## src/rtl/core/dirty_switch_command_scheduler_core_defines.svh

```systemverilog
// Assertion macros for the dirty switch command scheduler
`ifndef DIRTY_SWITCH_COMMAND_SCHEDULER_CORE_DEFINES_SVH
`define DIRTY_SWITCH_COMMAND_SCHEDULER_CORE_DEFINES_SVH

// same-cycle implication, checked outside reset
`define DSCS_ASSERT_NOW(label, ante, cons, msg) \
   label: assert property (@(posedge clock) disable iff (reset) (ante) |-> (cons)) \
      else $error(msg);

// next-cycle implication, checked outside reset
`define DSCS_ASSERT_NEXT(label, ante, cons, msg) \
   label: assert property (@(posedge clock) disable iff (reset) (ante) |=> (cons)) \
      else $error(msg);

`endif

```

## src/rtl/core/dscs_pkg.sv

```systemverilog
// Package: types and constants of the dirty switch command scheduler
`timescale 1ns / 1ps
package dscs_pkg;

   localparam int DECODERS = 4;
   localparam int CHANNELS = 6;
   localparam int ENTRIES  = DECODERS * CHANNELS;
   localparam int DEC_W    = (DECODERS > 1) ? $clog2(DECODERS) : 1;
   localparam int ENT_W    = $clog2(ENTRIES);
   localparam int CH_W     = 3;
   localparam int NUM_W    = 3;

   localparam logic [7:0]  REFRESH_MARK    = 8'h21;
   localparam logic [15:0] STAGGER_RESET   = 16'd100;
   localparam logic [7:0]  UNKNOWN_RESET   = 8'd0;
   localparam logic [2:0]  ID_DEC_MASK_LSB = 3'd4;

   typedef enum logic [1:0] {
      REQ_SET   = 2'd0,
      REQ_POLL  = 2'd1,
      REQ_ARM   = 2'd2,
      REQ_CLEAR = 2'd3
   } req_kind_type;

   typedef enum logic [1:0] {
      SWEEP_IDLE    = 2'd0,
      SWEEP_ARMED   = 2'd1,
      SWEEP_RUNNING = 2'd2
   } sweep_mode_type;

   typedef enum logic [1:0] {
      ST_IDLE,
      ST_EXEC,
      ST_SCAN,
      ST_TAIL
   } ctrl_state_type;

   typedef enum logic {
      CSR_STAGGER = 1'b0,
      CSR_UNKNOWN = 1'b1
   } csr_index_type;

   typedef struct packed {
      logic load;
      logic do_set;
      logic do_arm;
      logic do_clear;
      logic do_sweep;
      logic scan_start;
      logic next_ch;
      logic next_dec;
      logic issue;
      logic clear_dec;
      logic clear_any;
      logic emit;
   } dscs_cmd_type;

   typedef struct packed {
      req_kind_type req;
      logic         sweep_active;
      logic         any_dirty;
      logic         normal_early;
      logic         dec_dirty;
      logic         ch_dirty;
      logic         last_ch;
      logic         last_dec;
   } dscs_status_type;

endpackage

```

## src/rtl/core/dirty_switch_command_scheduler_core.sv

```systemverilog
// An item is taken when start is high and busy low; it is captured, run in ST_EXEC, and
// its result is registered. A poll that scans dirty marks steps through the channels of
// each dirty decoder, skipping a clean one at once; after an issue it checks the channels
// after the issued one (ST_TAIL). One item at a time: start is taken once busy drops.
// The receiver cannot stall: each result is shown for exactly one cycle.
// Reset: registers return to 100 ms and code 0, all marks clear, positions read as code 0.
`timescale 1ns / 1ps
`include "dirty_switch_command_scheduler_core_defines.svh"
module dirty_switch_command_scheduler_core (
   input  logic        clock,
   input  logic        reset,
   input  logic        start,
   output logic        busy,
   input  logic [1:0]  req_type,
   input  logic [7:0]  req_switch_id,
   input  logic [7:0]  req_position_in,
   input  logic [31:0] req_now_ms,
   output logic        rsp_strobe,
   output logic        rsp_has_command,
   output logic [2:0]  rsp_decoder_number,
   output logic [2:0]  rsp_channel_number,
   output logic [7:0]  rsp_position_out,
   output logic        rsp_forced_refresh,
   output logic        rsp_bad_id,
   output logic        rsp_blink_pulse,
   input  logic        psel,
   input  logic        penable,
   input  logic        pwrite,
   input  logic [2:0]  paddr,
   input  logic [31:0] pwdata,
   output logic [31:0] prdata,
   output logic        pready
);
   import dscs_pkg::*;

   logic [15:0]     stagger_ff;
   logic [7:0]      unknown_ff;
   logic            csr_write;
   csr_index_type   csr_sel;
   dscs_cmd_type    cmd;
   dscs_status_type status;
   logic            cmd_id_ok;
   logic            refresh_ok;

   // registers sit at byte addresses 0 and 4; low address bits are the byte offset
   assign csr_sel   = csr_index_type'(paddr[2]);
   assign csr_write = psel && penable && pwrite && pready;
   assign pready    = 1'b1;

   always_ff @(posedge clock) begin
      if (reset) begin
         stagger_ff <= STAGGER_RESET;
         unknown_ff <= UNKNOWN_RESET;
      end else if (csr_write) begin
         case (csr_sel)
            CSR_STAGGER: stagger_ff <= pwdata[15:0];
            CSR_UNKNOWN: unknown_ff <= pwdata[7:0];
            default: ;
         endcase
      end
   end

   always_comb begin
      case (csr_sel)
         CSR_STAGGER: prdata = {16'd0, stagger_ff};
         CSR_UNKNOWN: prdata = {24'd0, unknown_ff};
         default:     prdata = '0;
      endcase
   end

   dscs_ctrl u_ctrl (
      .clock  (clock),
      .reset  (reset),
      .start  (start),
      .busy   (busy),
      .status (status),
      .cmd    (cmd)
   );

   dscs_datapath u_datapath (
      .clock              (clock),
      .reset              (reset),
      .cmd                (cmd),
      .status             (status),
      .stagger_period_ms  (stagger_ff),
      .unknown_code       (unknown_ff),
      .req_type           (req_type),
      .req_switch_id      (req_switch_id),
      .req_position_in    (req_position_in),
      .req_now_ms         (req_now_ms),
      .rsp_strobe         (rsp_strobe),
      .rsp_has_command    (rsp_has_command),
      .rsp_decoder_number (rsp_decoder_number),
      .rsp_channel_number (rsp_channel_number),
      .rsp_position_out   (rsp_position_out),
      .rsp_forced_refresh (rsp_forced_refresh),
      .rsp_bad_id         (rsp_bad_id),
      .rsp_blink_pulse    (rsp_blink_pulse)
   );

   assign cmd_id_ok  = (rsp_decoder_number != 3'd0) && (rsp_channel_number != 3'd0)
                    && (rsp_channel_number <= 3'(CHANNELS));
   assign refresh_ok = rsp_has_command && (rsp_position_out == REFRESH_MARK);

   `DSCS_ASSERT_NEXT(a_accept_busy, start && !busy, busy, "accepted item did not raise busy")
   `DSCS_ASSERT_NOW(a_strobe_after_work, rsp_strobe, $past(busy), "result without work")
   `DSCS_ASSERT_NOW(a_cmd_in_range, rsp_has_command, cmd_id_ok, "command id out of range")
   `DSCS_ASSERT_NOW(a_refresh_mark, rsp_forced_refresh, refresh_ok, "refresh without marker")

endmodule

```

## src/rtl/core/dscs_ctrl.sv

```systemverilog
// Controller: sequences set, arm, clear, sweep and the dirty scan
`timescale 1ns / 1ps
module dscs_ctrl (
   input  logic                     clock,
   input  logic                     reset,
   input  logic                     start,
   output logic                     busy,
   input  dscs_pkg::dscs_status_type status,
   output dscs_pkg::dscs_cmd_type    cmd
);
   import dscs_pkg::*;

   ctrl_state_type state_ff, state_in;

   always_ff @(posedge clock) begin
      if (reset) begin
         state_ff <= ST_IDLE;
      end else begin
         state_ff <= state_in;
      end
   end

   always_comb begin
      state_in = state_ff;
      cmd      = '0;
      busy     = (state_ff != ST_IDLE);
      case (state_ff)
         ST_IDLE: begin
            if (start) begin
               cmd.load = 1'b1;
               state_in = ST_EXEC;
            end
         end
         ST_EXEC: begin
            state_in = ST_IDLE;
            cmd.emit = 1'b1;
            case (status.req)
               REQ_SET:   cmd.do_set   = 1'b1;
               REQ_ARM:   cmd.do_arm   = 1'b1;
               REQ_CLEAR: cmd.do_clear = 1'b1;
               REQ_POLL: begin
                  if (status.sweep_active) begin
                     cmd.do_sweep = 1'b1;
                  end else if (status.any_dirty && !status.normal_early) begin
                     cmd.emit       = 1'b0;
                     cmd.scan_start = 1'b1;
                     state_in       = ST_SCAN;
                  end
               end
               default: ;
            endcase
         end
         ST_SCAN: begin
            if (!status.dec_dirty) begin
               if (status.last_dec) begin
                  cmd.clear_any = 1'b1;
                  cmd.emit      = 1'b1;
                  state_in      = ST_IDLE;
               end else begin
                  cmd.next_dec = 1'b1;
               end
            end else if (status.ch_dirty) begin
               cmd.issue = 1'b1;
               cmd.emit  = 1'b1;
               if (status.last_ch) begin
                  cmd.clear_dec = 1'b1;
                  state_in      = ST_IDLE;
               end else begin
                  cmd.next_ch = 1'b1;
                  state_in    = ST_TAIL;
               end
            end else if (status.last_ch) begin
               // stale decoder mark
               cmd.clear_dec = 1'b1;
               if (status.last_dec) begin
                  cmd.clear_any = 1'b1;
                  cmd.emit      = 1'b1;
                  state_in      = ST_IDLE;
               end else begin
                  cmd.next_dec = 1'b1;
               end
            end else begin
               cmd.next_ch = 1'b1;
            end
         end
         ST_TAIL: begin
            // look for another dirty channel after the one just issued
            if (status.ch_dirty) begin
               state_in = ST_IDLE;
            end else if (status.last_ch) begin
               cmd.clear_dec = 1'b1;
               state_in      = ST_IDLE;
            end else begin
               cmd.next_ch = 1'b1;
            end
         end
         default: begin
            state_in = ST_IDLE;
         end
      endcase
   end

endmodule

```

## src/rtl/core/dscs_datapath.sv

```systemverilog
// Datapath: position table, dirty marks, sweep state, rate limit and result registers
`timescale 1ns / 1ps
module dscs_datapath (
   input  logic                      clock,
   input  logic                      reset,
   input  dscs_pkg::dscs_cmd_type     cmd,
   output dscs_pkg::dscs_status_type  status,
   input  logic [15:0]               stagger_period_ms,
   input  logic [7:0]                unknown_code,
   input  logic [1:0]                req_type,
   input  logic [7:0]                req_switch_id,
   input  logic [7:0]                req_position_in,
   input  logic [31:0]               req_now_ms,
   output logic                      rsp_strobe,
   output logic                      rsp_has_command,
   output logic [2:0]                rsp_decoder_number,
   output logic [2:0]                rsp_channel_number,
   output logic [7:0]                rsp_position_out,
   output logic                      rsp_forced_refresh,
   output logic                      rsp_bad_id,
   output logic                      rsp_blink_pulse
);
   import dscs_pkg::*;

   // captured item
   logic [1:0]  req_type_ff;
   logic [7:0]  switch_id_ff;
   logic [7:0]  position_ff;
   logic [31:0] now_ff;

   // table: entries not written since the last clear read as fill_ff
   logic [7:0]         pos_ff [ENTRIES];
   logic [ENTRIES-1:0] pos_valid_ff;
   logic [7:0]         fill_ff;

   logic [ENTRIES-1:0]  ch_dirty_ff;
   logic [DECODERS-1:0] dec_dirty_ff;
   logic                any_dirty_ff;

   sweep_mode_type   sweep_mode_ff;
   logic [DEC_W-1:0] sweep_dec_ff;
   logic [CH_W-1:0]  sweep_ch_ff;
   logic [31:0]      last_normal_ff;
   logic [31:0]      last_sweep_ff;

   logic [DEC_W-1:0] scan_dec_ff;
   logic [CH_W-1:0]  scan_ch_ff;

   // result registers
   logic       strobe_ff;
   logic       has_cmd_ff, has_cmd_in;
   logic [2:0] dec_num_ff, dec_num_in;
   logic [2:0] ch_num_ff, ch_num_in;
   logic [7:0] pos_out_ff, pos_out_in;
   logic       forced_ff, forced_in;
   logic       bad_ff, bad_in;
   logic       blink_ff, blink_in;

   logic [2:0]       id_dec, id_ch, id_dec_m1, id_ch_m1;
   logic             id_bad;
   logic [ENT_W-1:0] set_idx, scan_idx, rd_idx;
   logic [DEC_W-1:0] set_dec;
   logic [7:0]       rd_pos;
   logic             pos_changed, mark_dirty;
   logic [31:0]      normal_due, sweep_due;
   logic             normal_early, sweep_early;
   logic             sweep_wrap;
   logic [DEC_W-1:0] sw_dec;
   logic [CH_W-1:0]  sw_ch;
   logic             sw_last_ch, sw_last_dec;

   assign id_dec    = switch_id_ff[6:4];
   assign id_ch     = switch_id_ff[2:0];
   assign id_dec_m1 = id_dec - 3'd1;
   assign id_ch_m1  = id_ch - 3'd1;
   assign id_bad    = (id_dec == 3'd0) || (32'(id_dec) > DECODERS)
                   || (id_ch == 3'd0) || (32'(id_ch) > CHANNELS);
   assign set_dec   = DEC_W'(id_dec_m1);
   assign set_idx   = ENT_W'(ENT_W'(id_dec_m1) * ENT_W'(CHANNELS) + ENT_W'(id_ch_m1));
   assign scan_idx  = ENT_W'(ENT_W'(scan_dec_ff) * ENT_W'(CHANNELS) + ENT_W'(scan_ch_ff));

   // single read port shared by set and issue
   assign rd_idx = cmd.issue ? scan_idx : set_idx;
   assign rd_pos = pos_valid_ff[rd_idx] ? pos_ff[rd_idx] : fill_ff;

   assign pos_changed = !id_bad && (rd_pos != position_ff);
   assign mark_dirty  = pos_changed && (position_ff != unknown_code);

   // wrapping due time, compared unsigned
   assign normal_due   = last_normal_ff + {16'd0, stagger_period_ms};
   assign sweep_due    = last_sweep_ff + {16'd0, stagger_period_ms};
   assign normal_early = normal_due > now_ff;
   assign sweep_early  = sweep_due > now_ff;

   assign sweep_wrap  = (32'(sweep_dec_ff) >= DECODERS) || (32'(sweep_ch_ff) >= CHANNELS);
   assign sw_dec      = sweep_wrap ? '0 : sweep_dec_ff;
   assign sw_ch       = sweep_wrap ? '0 : sweep_ch_ff;
   assign sw_last_ch  = (sw_ch == CH_W'(CHANNELS - 1));
   assign sw_last_dec = (sw_dec == DEC_W'(DECODERS - 1));

   assign status.req          = req_kind_type'(req_type_ff);
   assign status.sweep_active = (sweep_mode_ff != SWEEP_IDLE);
   assign status.any_dirty    = any_dirty_ff;
   assign status.normal_early = normal_early;
   assign status.dec_dirty    = dec_dirty_ff[scan_dec_ff];
   assign status.ch_dirty     = ch_dirty_ff[scan_idx];
   assign status.last_ch      = (scan_ch_ff == CH_W'(CHANNELS - 1));
   assign status.last_dec     = (scan_dec_ff == DEC_W'(DECODERS - 1));

   always_ff @(posedge clock) begin
      if (cmd.load) begin
         req_type_ff  <= req_type;
         switch_id_ff <= req_switch_id;
         position_ff  <= req_position_in;
         now_ff       <= req_now_ms;
      end
   end

   always_ff @(posedge clock) begin
      if (cmd.do_set && pos_changed) begin
         pos_ff[set_idx] <= position_ff;
      end
   end

   always_ff @(posedge clock) begin
      if (reset) begin
         pos_valid_ff   <= '0;
         fill_ff        <= UNKNOWN_RESET;
         ch_dirty_ff    <= '0;
         dec_dirty_ff   <= '0;
         any_dirty_ff   <= 1'b0;
         sweep_mode_ff  <= SWEEP_IDLE;
         sweep_dec_ff   <= '0;
         sweep_ch_ff    <= '0;
         last_normal_ff <= '0;
         last_sweep_ff  <= '0;
         scan_dec_ff    <= '0;
         scan_ch_ff     <= '0;
      end else begin
         if (cmd.do_set && pos_changed) begin
            pos_valid_ff[set_idx] <= 1'b1;
            if (mark_dirty) begin
               ch_dirty_ff[set_idx]  <= 1'b1;
               dec_dirty_ff[set_dec] <= 1'b1;
               any_dirty_ff          <= 1'b1;
            end
         end
         if (cmd.do_clear) begin
            pos_valid_ff <= '0;
            fill_ff      <= unknown_code;
            ch_dirty_ff  <= '0;
            dec_dirty_ff <= '0;
            any_dirty_ff <= 1'b0;
         end
         if (cmd.do_arm) begin
            sweep_mode_ff <= SWEEP_ARMED;
            sweep_dec_ff  <= '0;
            sweep_ch_ff   <= '0;
         end
         if (cmd.do_sweep && !sweep_early) begin
            last_sweep_ff <= now_ff;
            if (sweep_mode_ff == SWEEP_ARMED) begin
               // first allowed poll only starts the sweep
               sweep_mode_ff <= SWEEP_RUNNING;
            end else if (sw_last_ch) begin
               sweep_ch_ff <= '0;
               if (sw_last_dec) begin
                  sweep_dec_ff  <= '0;
                  sweep_mode_ff <= SWEEP_IDLE;
               end else begin
                  sweep_dec_ff <= sw_dec + DEC_W'(1);
               end
            end else begin
               sweep_dec_ff <= sw_dec;
               sweep_ch_ff  <= sw_ch + CH_W'(1);
            end
         end
         if (cmd.scan_start) begin
            scan_dec_ff <= '0;
            scan_ch_ff  <= '0;
         end
         if (cmd.next_dec) begin
            scan_dec_ff <= scan_dec_ff + DEC_W'(1);
            scan_ch_ff  <= '0;
         end
         if (cmd.next_ch) begin
            scan_ch_ff <= scan_ch_ff + CH_W'(1);
         end
         if (cmd.issue) begin
            ch_dirty_ff[scan_idx] <= 1'b0;
            last_normal_ff        <= now_ff;
         end
         if (cmd.clear_dec) begin
            dec_dirty_ff[scan_dec_ff] <= 1'b0;
         end
         if (cmd.clear_any) begin
            any_dirty_ff <= 1'b0;
         end
      end
   end

   always_comb begin
      has_cmd_in = 1'b0;
      dec_num_in = '0;
      ch_num_in  = '0;
      pos_out_in = '0;
      forced_in  = 1'b0;
      bad_in     = 1'b0;
      blink_in   = 1'b0;
      if (cmd.do_set) begin
         bad_in   = id_bad;
         blink_in = mark_dirty;
      end
      if (cmd.do_sweep && !sweep_early && (sweep_mode_ff != SWEEP_ARMED)) begin
         has_cmd_in = 1'b1;
         dec_num_in = NUM_W'(sw_dec) + NUM_W'(1);
         ch_num_in  = NUM_W'(sw_ch) + NUM_W'(1);
         pos_out_in = REFRESH_MARK;
         forced_in  = 1'b1;
      end
      if (cmd.issue) begin
         has_cmd_in = 1'b1;
         dec_num_in = NUM_W'(scan_dec_ff) + NUM_W'(1);
         ch_num_in  = NUM_W'(scan_ch_ff) + NUM_W'(1);
         pos_out_in = rd_pos;
      end
   end

   always_ff @(posedge clock) begin
      if (reset) begin
         strobe_ff  <= 1'b0;
         has_cmd_ff <= 1'b0;
         dec_num_ff <= '0;
         ch_num_ff  <= '0;
         pos_out_ff <= '0;
         forced_ff  <= 1'b0;
         bad_ff     <= 1'b0;
         blink_ff   <= 1'b0;
      end else begin
         strobe_ff  <= cmd.emit;
         has_cmd_ff <= has_cmd_in;
         dec_num_ff <= dec_num_in;
         ch_num_ff  <= ch_num_in;
         pos_out_ff <= pos_out_in;
         forced_ff  <= forced_in;
         bad_ff     <= bad_in;
         blink_ff   <= blink_in;
      end
   end

   assign rsp_strobe         = strobe_ff;
   assign rsp_has_command    = has_cmd_ff;
   assign rsp_decoder_number = dec_num_ff;
   assign rsp_channel_number = ch_num_ff;
   assign rsp_position_out   = pos_out_ff;
   assign rsp_forced_refresh = forced_ff;
   assign rsp_bad_id         = bad_ff;
   assign rsp_blink_pulse    = blink_ff;

endmodule

```

## config.mk

```make
export PLATFORM = sky130hd
export DESIGN_NAME = dirty_switch_command_scheduler_core
export DESIGN_NICKNAME = d
export VERILOG_FILES = /design/src/rtl/core/dscs_pkg.sv /design/src/rtl/core/dirty_switch_command_scheduler_core.sv /design/src/rtl/core/dscs_ctrl.sv /design/src/rtl/core/dscs_datapath.sv
export VERILOG_INCLUDE_DIRS = /design/src /design/src/rtl/core
export SDC_FILE = /design/constraint.sdc
export NUM_CORES = 1
export LEC_CHECK = 0
export CELL_PAD_IN_SITES_DETAIL_PLACEMENT = 0
export CELL_PAD_IN_SITES_GLOBAL_PLACEMENT = 1
export CORE_MARGIN = 4
export CORE_UTILIZATION = 35
export CTS_CLUSTER_SIZE = 24
export DETAILED_ROUTE_END_ITERATION = 12
export DONT_BUFFER_PORTS = 1
export PLACE_DENSITY = 0.59
export SYNTH_ARGS = -nofsm -noshare
export SYNTH_HDL_FRONTEND = slang
export SYNTH_SLANG_ARGS = --single-unit
```

## constraint.sdc

```tcl
create_clock -name clock -period 11.79 [get_ports clock]
set_input_delay 0.5895 -clock clock [delete_from_list [all_inputs] [get_ports clock]]
set_output_delay 0.5895 -clock clock [all_outputs]
set_load 0.01 [all_outputs]
```

* Yosys cells after proc, flatten, opt, wreduce, memory -nomap -nowiden
Memory sizes are Yosys's and may differ from the RTL's.
Index checks and enable logic that the tools add are counted.
** Word-level totals
- Register bits after elaboration :: 231
- Latch bits :: 0
- Bits in writable memories :: 192
- Memory bits (read-only) :: 0
- Input port bits :: 91
- Output and inout port bits :: 53
- Memories :: 1
** Memories
- u_datapath.pos_ff :: words 24, bits a word 8, rd ports 1, clocked after Yosys merged registers in 0, wr ports 1, line dscs_datapath.sv:32 : logic [7:0] pos_ff [ENTRIES];
** Operators by class
- Add/subtract/negate cells :: 12
- $mul :: 2
- Div/mod/pow operators :: 0
- Magnitude comparators :: 14
- Eq/ne operators :: 17
- Shifts and indexed selects :: 0
- Multiplexer cells :: 105
- Bitwise gates (word level) :: 9
- Reduce and logical (&&, ||, !) cells :: 33
** Operators with widths (number)
- 24-bit two-way mux :: 5
- 32-bit by 16-bit adder with 32-bit output :: 2
- 32-bit > comparator :: 2
- 32-bit case mux with 2 select lines :: 1
- 2-bit two-way mux :: 29
- 24-bit bitwise OR :: 2
- 3-bit two-way mux :: 13
- 1-bit two-way mux :: 36
- 24-bit AND :: 1
- 24-bit NOT :: 1
- 4-bit two-way mux :: 5
- 5-bit by 6-bit < comparator with 1-bit output (second input constant) :: 3
- 8-bit two-way mux :: 2
- 8-bit != test :: 2
- 2-bit == test (second input constant) :: 6
- 1-bit logical AND :: 12
- 5-bit by 3-bit adder with 5-bit output :: 2
- 1-bit binary-select mux with 5-bit select :: 2
- 1-bit demux with 5-bit select :: 2
- 5-bit by 1-bit greater-or-equal comparator with 1-bit output (second input constant) :: 2
- 5-bit two-way mux :: 2
- 2-bit case mux with 4 select lines :: 1
- 2-bit by 1-bit adder with 3-bit output (second input constant) :: 2
- 3-bit by 1-bit adder with 3-bit output (second input constant) :: 2
- 32 further kinds :: 55

* Logic depth before layout (Yosys ltp)
- Depth in word-level cells :: 20
- Depth in mapped cells :: 34
- Depth with buffers taken out :: 32

* Modules after synthesis
From an unflattened synthesis, not the netlist that was laid out.
** Second synthesis, totals
- Cells, all modules :: 2113
- Area, all modules :: 22277.6 um^2
** By module, submodules not included
- dscs_datapath :: instances 1, cells each 1930, area each 20582.2 um^2
- dirty_switch_command_scheduler_core :: instances 1, cells each 138, area each 1336.3 um^2
- dscs_ctrl :: instances 1, cells each 45, area each 359.1 um^2

* Worst setup path before layout
Ideal clock, no wire load.
- Kind :: register to register
- Start point :: reg stagger_ff[0]
- End point :: reg u_datapath.last_sweep_ff[10]
- Setup time :: 128 ps
- Arrival time :: 6508 ps
- Setup slack :: 5155 ps
- Cell stages (with the launch flop) :: 34
- Period minus slack after synthesis :: 6635 ps
- Cells stage by stage :: dfxtp_1 -> ha_1 -> inv_1 -> fa_1 -> nor2b_1 -> o21ai_0 -> a21boi_0 -> o21ai_0 -> a21boi_0 -> o21ai_0 -> a21boi_0 -> o21ai_0 -> a21boi_0 -> o21ai_0 -> a21oi_1 -> o31ai_1 -> nand2_1 -> xor2_1 -> ha_1 -> a21o_1 -> a21o_1 -> a21o_1 -> a21o_1 -> a21o_1 -> a21o_1 -> a21o_1 -> a221o_1 -> a21o_1 -> a221oi_1 -> o211a_1 -> clkbuf_1 -> buf_1 -> mux2i_1 -> nor2_1
** Between the ends
- Longest elaborated chain between the ends :: 4
** Ends and longest elaborated chain
- start: declaration :: line dirty_switch_command_scheduler_core.sv:36 : logic [15:0] stagger_ff;
- start signal: assignment :: line dirty_switch_command_scheduler_core.sv:56 : CSR_STAGGER: stagger_ff <= pwdata[15:0];
- 32-bit by 16-bit adder with 32-bit output :: line dscs_datapath.sv:91 : assign sweep_due = last_sweep_ff + {16'd0, stagger_period_ms};
- 32-bit > comparator :: line dscs_datapath.sv:93 : assign sweep_early = sweep_due > now_ff;
- 1-bit logical NOT :: line dscs_datapath.sv:160 : if (cmd.do_sweep && !sweep_early) begin
- 1-bit logical AND :: line dscs_datapath.sv:160
- end signal: assignment :: line dscs_datapath.sv:161 : last_sweep_ff <= now_ff;
- end: declaration :: line dscs_datapath.sv:44 : logic [31:0] last_sweep_ff;
No other way between the ends.
A chain may end at the register's enable or synchronous reset.

* Worst setup path after layout
- Start point :: reg u_datapath.scan_dec_ff[0]
- End point :: mem u_datapath.pos_ff[5][1] (enable)
** Between the ends
- Longest elaborated chain between the ends :: 16
** Ends and longest elaborated chain
- start: declaration :: line dscs_datapath.sv:46 : logic [DEC_W-1:0] scan_dec_ff;
- start signal: assignment :: line dscs_datapath.sv:183 : scan_dec_ff <= scan_dec_ff + DEC_W'(1);
- 2-bit by 2-bit multiplier with 4-bit output :: line dscs_datapath.sv:80 : assign scan_idx = ENT_W'(ENT_W'(scan_dec_ff) * ENT_W'(CHANNELS) + ENT_W'(scan_ch_ff));
- 5-bit by 3-bit adder with 5-bit output :: line dscs_datapath.sv:80
- 1-bit binary-select mux with 5-bit select :: line dscs_datapath.sv:106 : assign status.ch_dirty = ch_dirty_ff[scan_idx];
- 1-bit two-way mux (implied by the code) :: line dscs_datapath.sv:106
- 1-bit two-way mux :: line dscs_ctrl.sv:62 : end else if (status.ch_dirty) begin
- 2-bit two-way mux :: line dscs_ctrl.sv:54 : if (!status.dec_dirty) begin
- 2-bit two-way mux :: line dscs_ctrl.sv:27 : case (state_ff)
- 5-bit two-way mux (*) :: line dscs_datapath.sv:83 : assign rd_idx = cmd.issue ? scan_idx : set_idx;
- 1-bit binary-select mux with 5-bit select :: line dscs_datapath.sv:84 : assign rd_pos = pos_valid_ff[rd_idx] ? pos_ff[rd_idx] : fill_ff;
- 1-bit two-way mux (implied by the code) :: line dscs_datapath.sv:84
- 8-bit two-way mux (*) :: line dscs_datapath.sv:84
- 8-bit != test (*) :: line dscs_datapath.sv:86 : assign pos_changed = !id_bad && (rd_pos != position_ff);
- 1-bit logical AND (*) :: line dscs_datapath.sv:86
- 1-bit logical AND (*) :: line dscs_datapath.sv:120 : if (cmd.do_set && pos_changed) begin
- 1-bit two-way mux (*) :: line dscs_datapath.sv:120
- 1-bit two-way mux (implied by the code) (*) :: line dscs_datapath.sv:121 : pos_ff[set_idx] <= position_ff;
- end: declaration :: line dscs_datapath.sv:32
Every way passes the cells marked *; elsewhere a longest branch is shown, timed or not. The select of a mux whose other input is x is not followed.

==> impl_metrics.py <==
metrics = {
    "route": {
        "highest_layer": "met4",
        "route.met2.wl_mm": 30.1,
        "drc": 0,
        "met3_length_mm": 3.04,
        "vias": 15700,
        "detail_route.vias_per_cell": 5.39,
        "dr.pass1.iters": 5,
        "drtIter0Drc": 1058,
        "antenna_left": 0,
        "wirelength_met1_mm": 27.2,
        "wire_per_inst_um": 21.2,
        "routed_wl_mm": 61.9,
    },
    "clock_tree": {
        "cts_tree": "built",
        "numCtsBuffers": 48,
        "cts_max_level": 2,
        "clkTransAtPathRegs_ns": 0.06,
        "cts_sinks": 422,
        "clockRootBuffer": "clkbuf_16",
        "postCtsHoldBufs": 0,
        "cts_buffer_depth": 3,
        "postCtsSetupBuffers": 0,
        "clock_latency_ns": 0.60,
        "cts_resized": 0,
    },
    "grt": {
        "grtUsageTotal_pct": 18.3,
        "grt_max_degree": 130,
        "grt_pass1_vias": 15700,
        "grt-ovfl-total": 0,
        "grt_pass1_wl_mm": 94.6,
        "antenna_found_initial": 1,
    },
    "logic_synthesis": {
        "synth_area_um2": 21700,
        "synth_seq_area_share_pct": 50.0,
        "ys.flop_type": "edfxtp_1",
        "yosys_warnings": 0,
        "post_synth.cell_area_avg_um2": 10.4,
        "ys_ff_latch": 422,
        "netlist_instances": 2092,
        "synth_edf_count": 240,
        "yosysTopAreaCellShare_pct": 33.2,
        "yosys.cell_types.count": 88,
        "yosys.area.top_type": "edfxtp_1",
        "ys_async_sr_fraction_pct": 0,
        "ys_top_cells_by_area": "edfxtp_1 33%, dfxtp_1 17%, ha_1 7.0%",
    },
    "timing": {
        "slew_viol_final": 0,
        "whs_ns": 0.0831,
        "finalHoldViolCount": 0,
        "rsz0062_at_grt": "false",
        "min_period_ns": 9.06,
        "skew_ns": 0.0245,
        "tightest_slew_ns": 1.19,
        "setup_tns_ns": 0,
        "period_share_pct": 76.8,
        "max_freq_mhz": 110,
        "slew_headroom_pct": 20.3,
        "setup-violations-final": 0,
    },
    "floorplan": {
        "start_util_pct": 35.3,
        "die_h_um": 257,
        "fp.dieW_um": 257,
        "core-area_um2": 61500,
        "rows": 91,
        "boundaryPins": 144,
        "die-area_um2": 66000,
    },
    "cells_and_area": {
        "final_common_cell": "nand2_1",
        "area_growth_pct": 11.4,
        "drive_above_1_share_pct": 9.32,
        "n_fill_cell": 6080,
        "layout_common_cells": "304 x nand2_1, 240 x edfxtp_1, 182 x dfxtp_1, 137 x a21oi_1, 126 x nor2_1",
        "antenna_cells": 0,
        "fin_cells": 2915,
        "layout.nets": 2303,
    },
    "critical_path": {
        "end_kind": "flop",
        "r2r-end": "u_datapath.pos_ff[5][1]$_DFFE_PP_",
        "startpoint_type": "flop",
        "ff2ff_path_depth": 18,
        "required_ns": 12.04,
        "cp.arrival_ns": 9.31,
        "worstSetupPathType": "reg2reg",
        "r2r_start": "u_datapath.scan_dec_ff[0]$_SDFFE_PP0P_",
        "ff2ff_setup_slack_ns": 2.73,
        "crit_fanout": 69,
    },
    "power_and_ir_drop": {
        "power.total_mw": 3.69,
        "power_density_nw_per_um2": 153,
        "ir_drop_mv": 0.0984,
        "p_leak_nw": 8.82,
    },
    "place": {
        "dp_hpwl_mm": 42.4,
        "dp.cells": 2826,
        "io_buffers": 0,
        "place.gp.congestion": 0.811,
    },
    "min_path": {
        "min_from": "reset",
        "hp-class": "in2reg",
        "whs_path_depth": 1,
        "holdPathEnd": "u_datapath.rsp_channel_number[1]$_SDFF_PP0_",
    },
    "status": {
        "outcome": "finished clean",
    },
    "flow_run": {
        "maxCapViolCount": 0,
    },
}
registers in the layout (all words and copies together) (netlist names), 4 cells and up:
| register | cells |
|---|---|
| u_datapath.pos_ff | 192 |
| u_datapath.last_normal_ff | 32 |
| u_datapath.last_sweep_ff | 32 |
| u_datapath.now_ff | 32 |
| u_datapath.ch_dirty_ff | 24 |
| u_datapath.pos_valid_ff | 24 |
| stagger_ff | 16 |
| u_datapath.fill_ff | 8 |
| u_datapath.position_ff | 8 |
| u_datapath.rsp_position_out | 8 |
| unknown_ff | 8 |
| u_datapath.switch_id_ff | 6 |
| u_datapath.dec_dirty_ff | 4 |
synth_stat cells, types with 13 or more instances:
cell / count
o211ai_1: 27
nand2_1: 304
inv_1: 124
nor2_1: 127
o21ai_0: 55
a221o_1: 13
a21oi_1: 137
nand3_1: 55
o31ai_1: 17
a31oi_1: 21
mux2i_1: 88
edfxtp_1: 240
dfxtp_1: 182
buf_4: 26
mux2_2: 18
nor2b_1: 19
nand4_1: 28
clkbuf_1: 54
nor4_1: 18
nand2b_1: 13
ha_1: 121
a21o_1: 29
a21boi_0: 16
xor2_1: 22
a211oi_1: 28
xnor2_1: 53
o21a_1: 14
nor3_1: 21
worst max path at each step:
stage                                            from                                        end  slack, ns  cells after the start
2_1_floorplan              stagger_ff[0]$_SDFFE_PP0P_  u_datapath.last_sweep_ff[10]$_SDFFE_PP0N_       5.15                     33
3_3_place_gp   u_datapath.scan_dec_ff[0]$_SDFFE_PP0P_          u_datapath.pos_ff[6][1]$_DFFE_PP_       2.73                     19
3_5_place_dp   u_datapath.scan_dec_ff[0]$_SDFFE_PP0P_          u_datapath.pos_ff[5][0]$_DFFE_PP_       2.65                     19
4_1_cts        u_datapath.scan_dec_ff[0]$_SDFFE_PP0P_          u_datapath.pos_ff[5][1]$_DFFE_PP_       2.62                     19
5_1_grt        u_datapath.scan_dec_ff[0]$_SDFFE_PP0P_          u_datapath.pos_ff[6][6]$_DFFE_PP_       2.15                     19
6_report       u_datapath.scan_dec_ff[0]$_SDFFE_PP0P_          u_datapath.pos_ff[5][1]$_DFFE_PP_       2.73                     18
worst max-delay path, stage by stage, from the launching register on:
cell and delay (ns):
dfxtp_1 0.51, inv_1 0.11, ha_1 0.39, inv_1 0.08, fa_1 0.93, mux2_2 0.41, o32ai_1 0.13, a221oi_2 0.09
nand2_1 0.27, a21o_4 0.84, a21o_1 0.82, nor2_1 0.51, a32oi_1 0.28, a21oi_1 0.14, or3_1 0.72, nor2b_1 0.23
nand4_1 0.77, o21ai_2 0.99, nor2_1 0.43
power breakdown:
part / switching (mW) / internal [mW]
Combinational: 0.392 / 0.168
Clock: 0.635 / 0.899
Sequential: 0.0199 / 1.58
Total: 1.05 / 2.64
per-stage QoR:
step	area, um2	util (%)	setup WS [ns]
final	24200	39.3	2.73
after CTS	24200	39.3	2.62
after global placement	22600	36.7	2.73
after floorplan	21800	-	5.15
after global routing	24200	39.3	2.15
after detailed placement	22600	36.7	2.65
layer usage:
layer,up-vias,GRT usage [%]
li1,7562,-
met1,7671,24.0
met2,386,31.6
met3,96,2.96
met4,0,5.09
met5,-,0
kinds of logic after synthesis:
family | share of synthesized area, %
AND/OR/NAND/NOR | 13.4
multiplexers | 6.33
adder cells (fa/ha/maj) | 7.44
AO/OA/AOI/OAI | 14.8
other | 0.0346
flip-flops | 50.0
XOR/XNOR | 3.03
buffers and inverters | 5.00
area by class of cell:
| type | count | area [um2] | area share (%) |
|---|---|---|---|
| timing repair buffer | 41 | 308 | 1.27 |
| multi-input combinational | 1448 | 9940 | 41.1 |
| clock inverter | 24 | 294 | 1.22 |
| sequential | 422 | 10900 | 44.9 |
| clock buffer | 65 | 1320 | 5.44 |
| tap | 790 | 988 | 4.09 |
| inverter | 125 | 469 | 1.94 |
No activity file was read; power rests on OpenSTA's default activity.
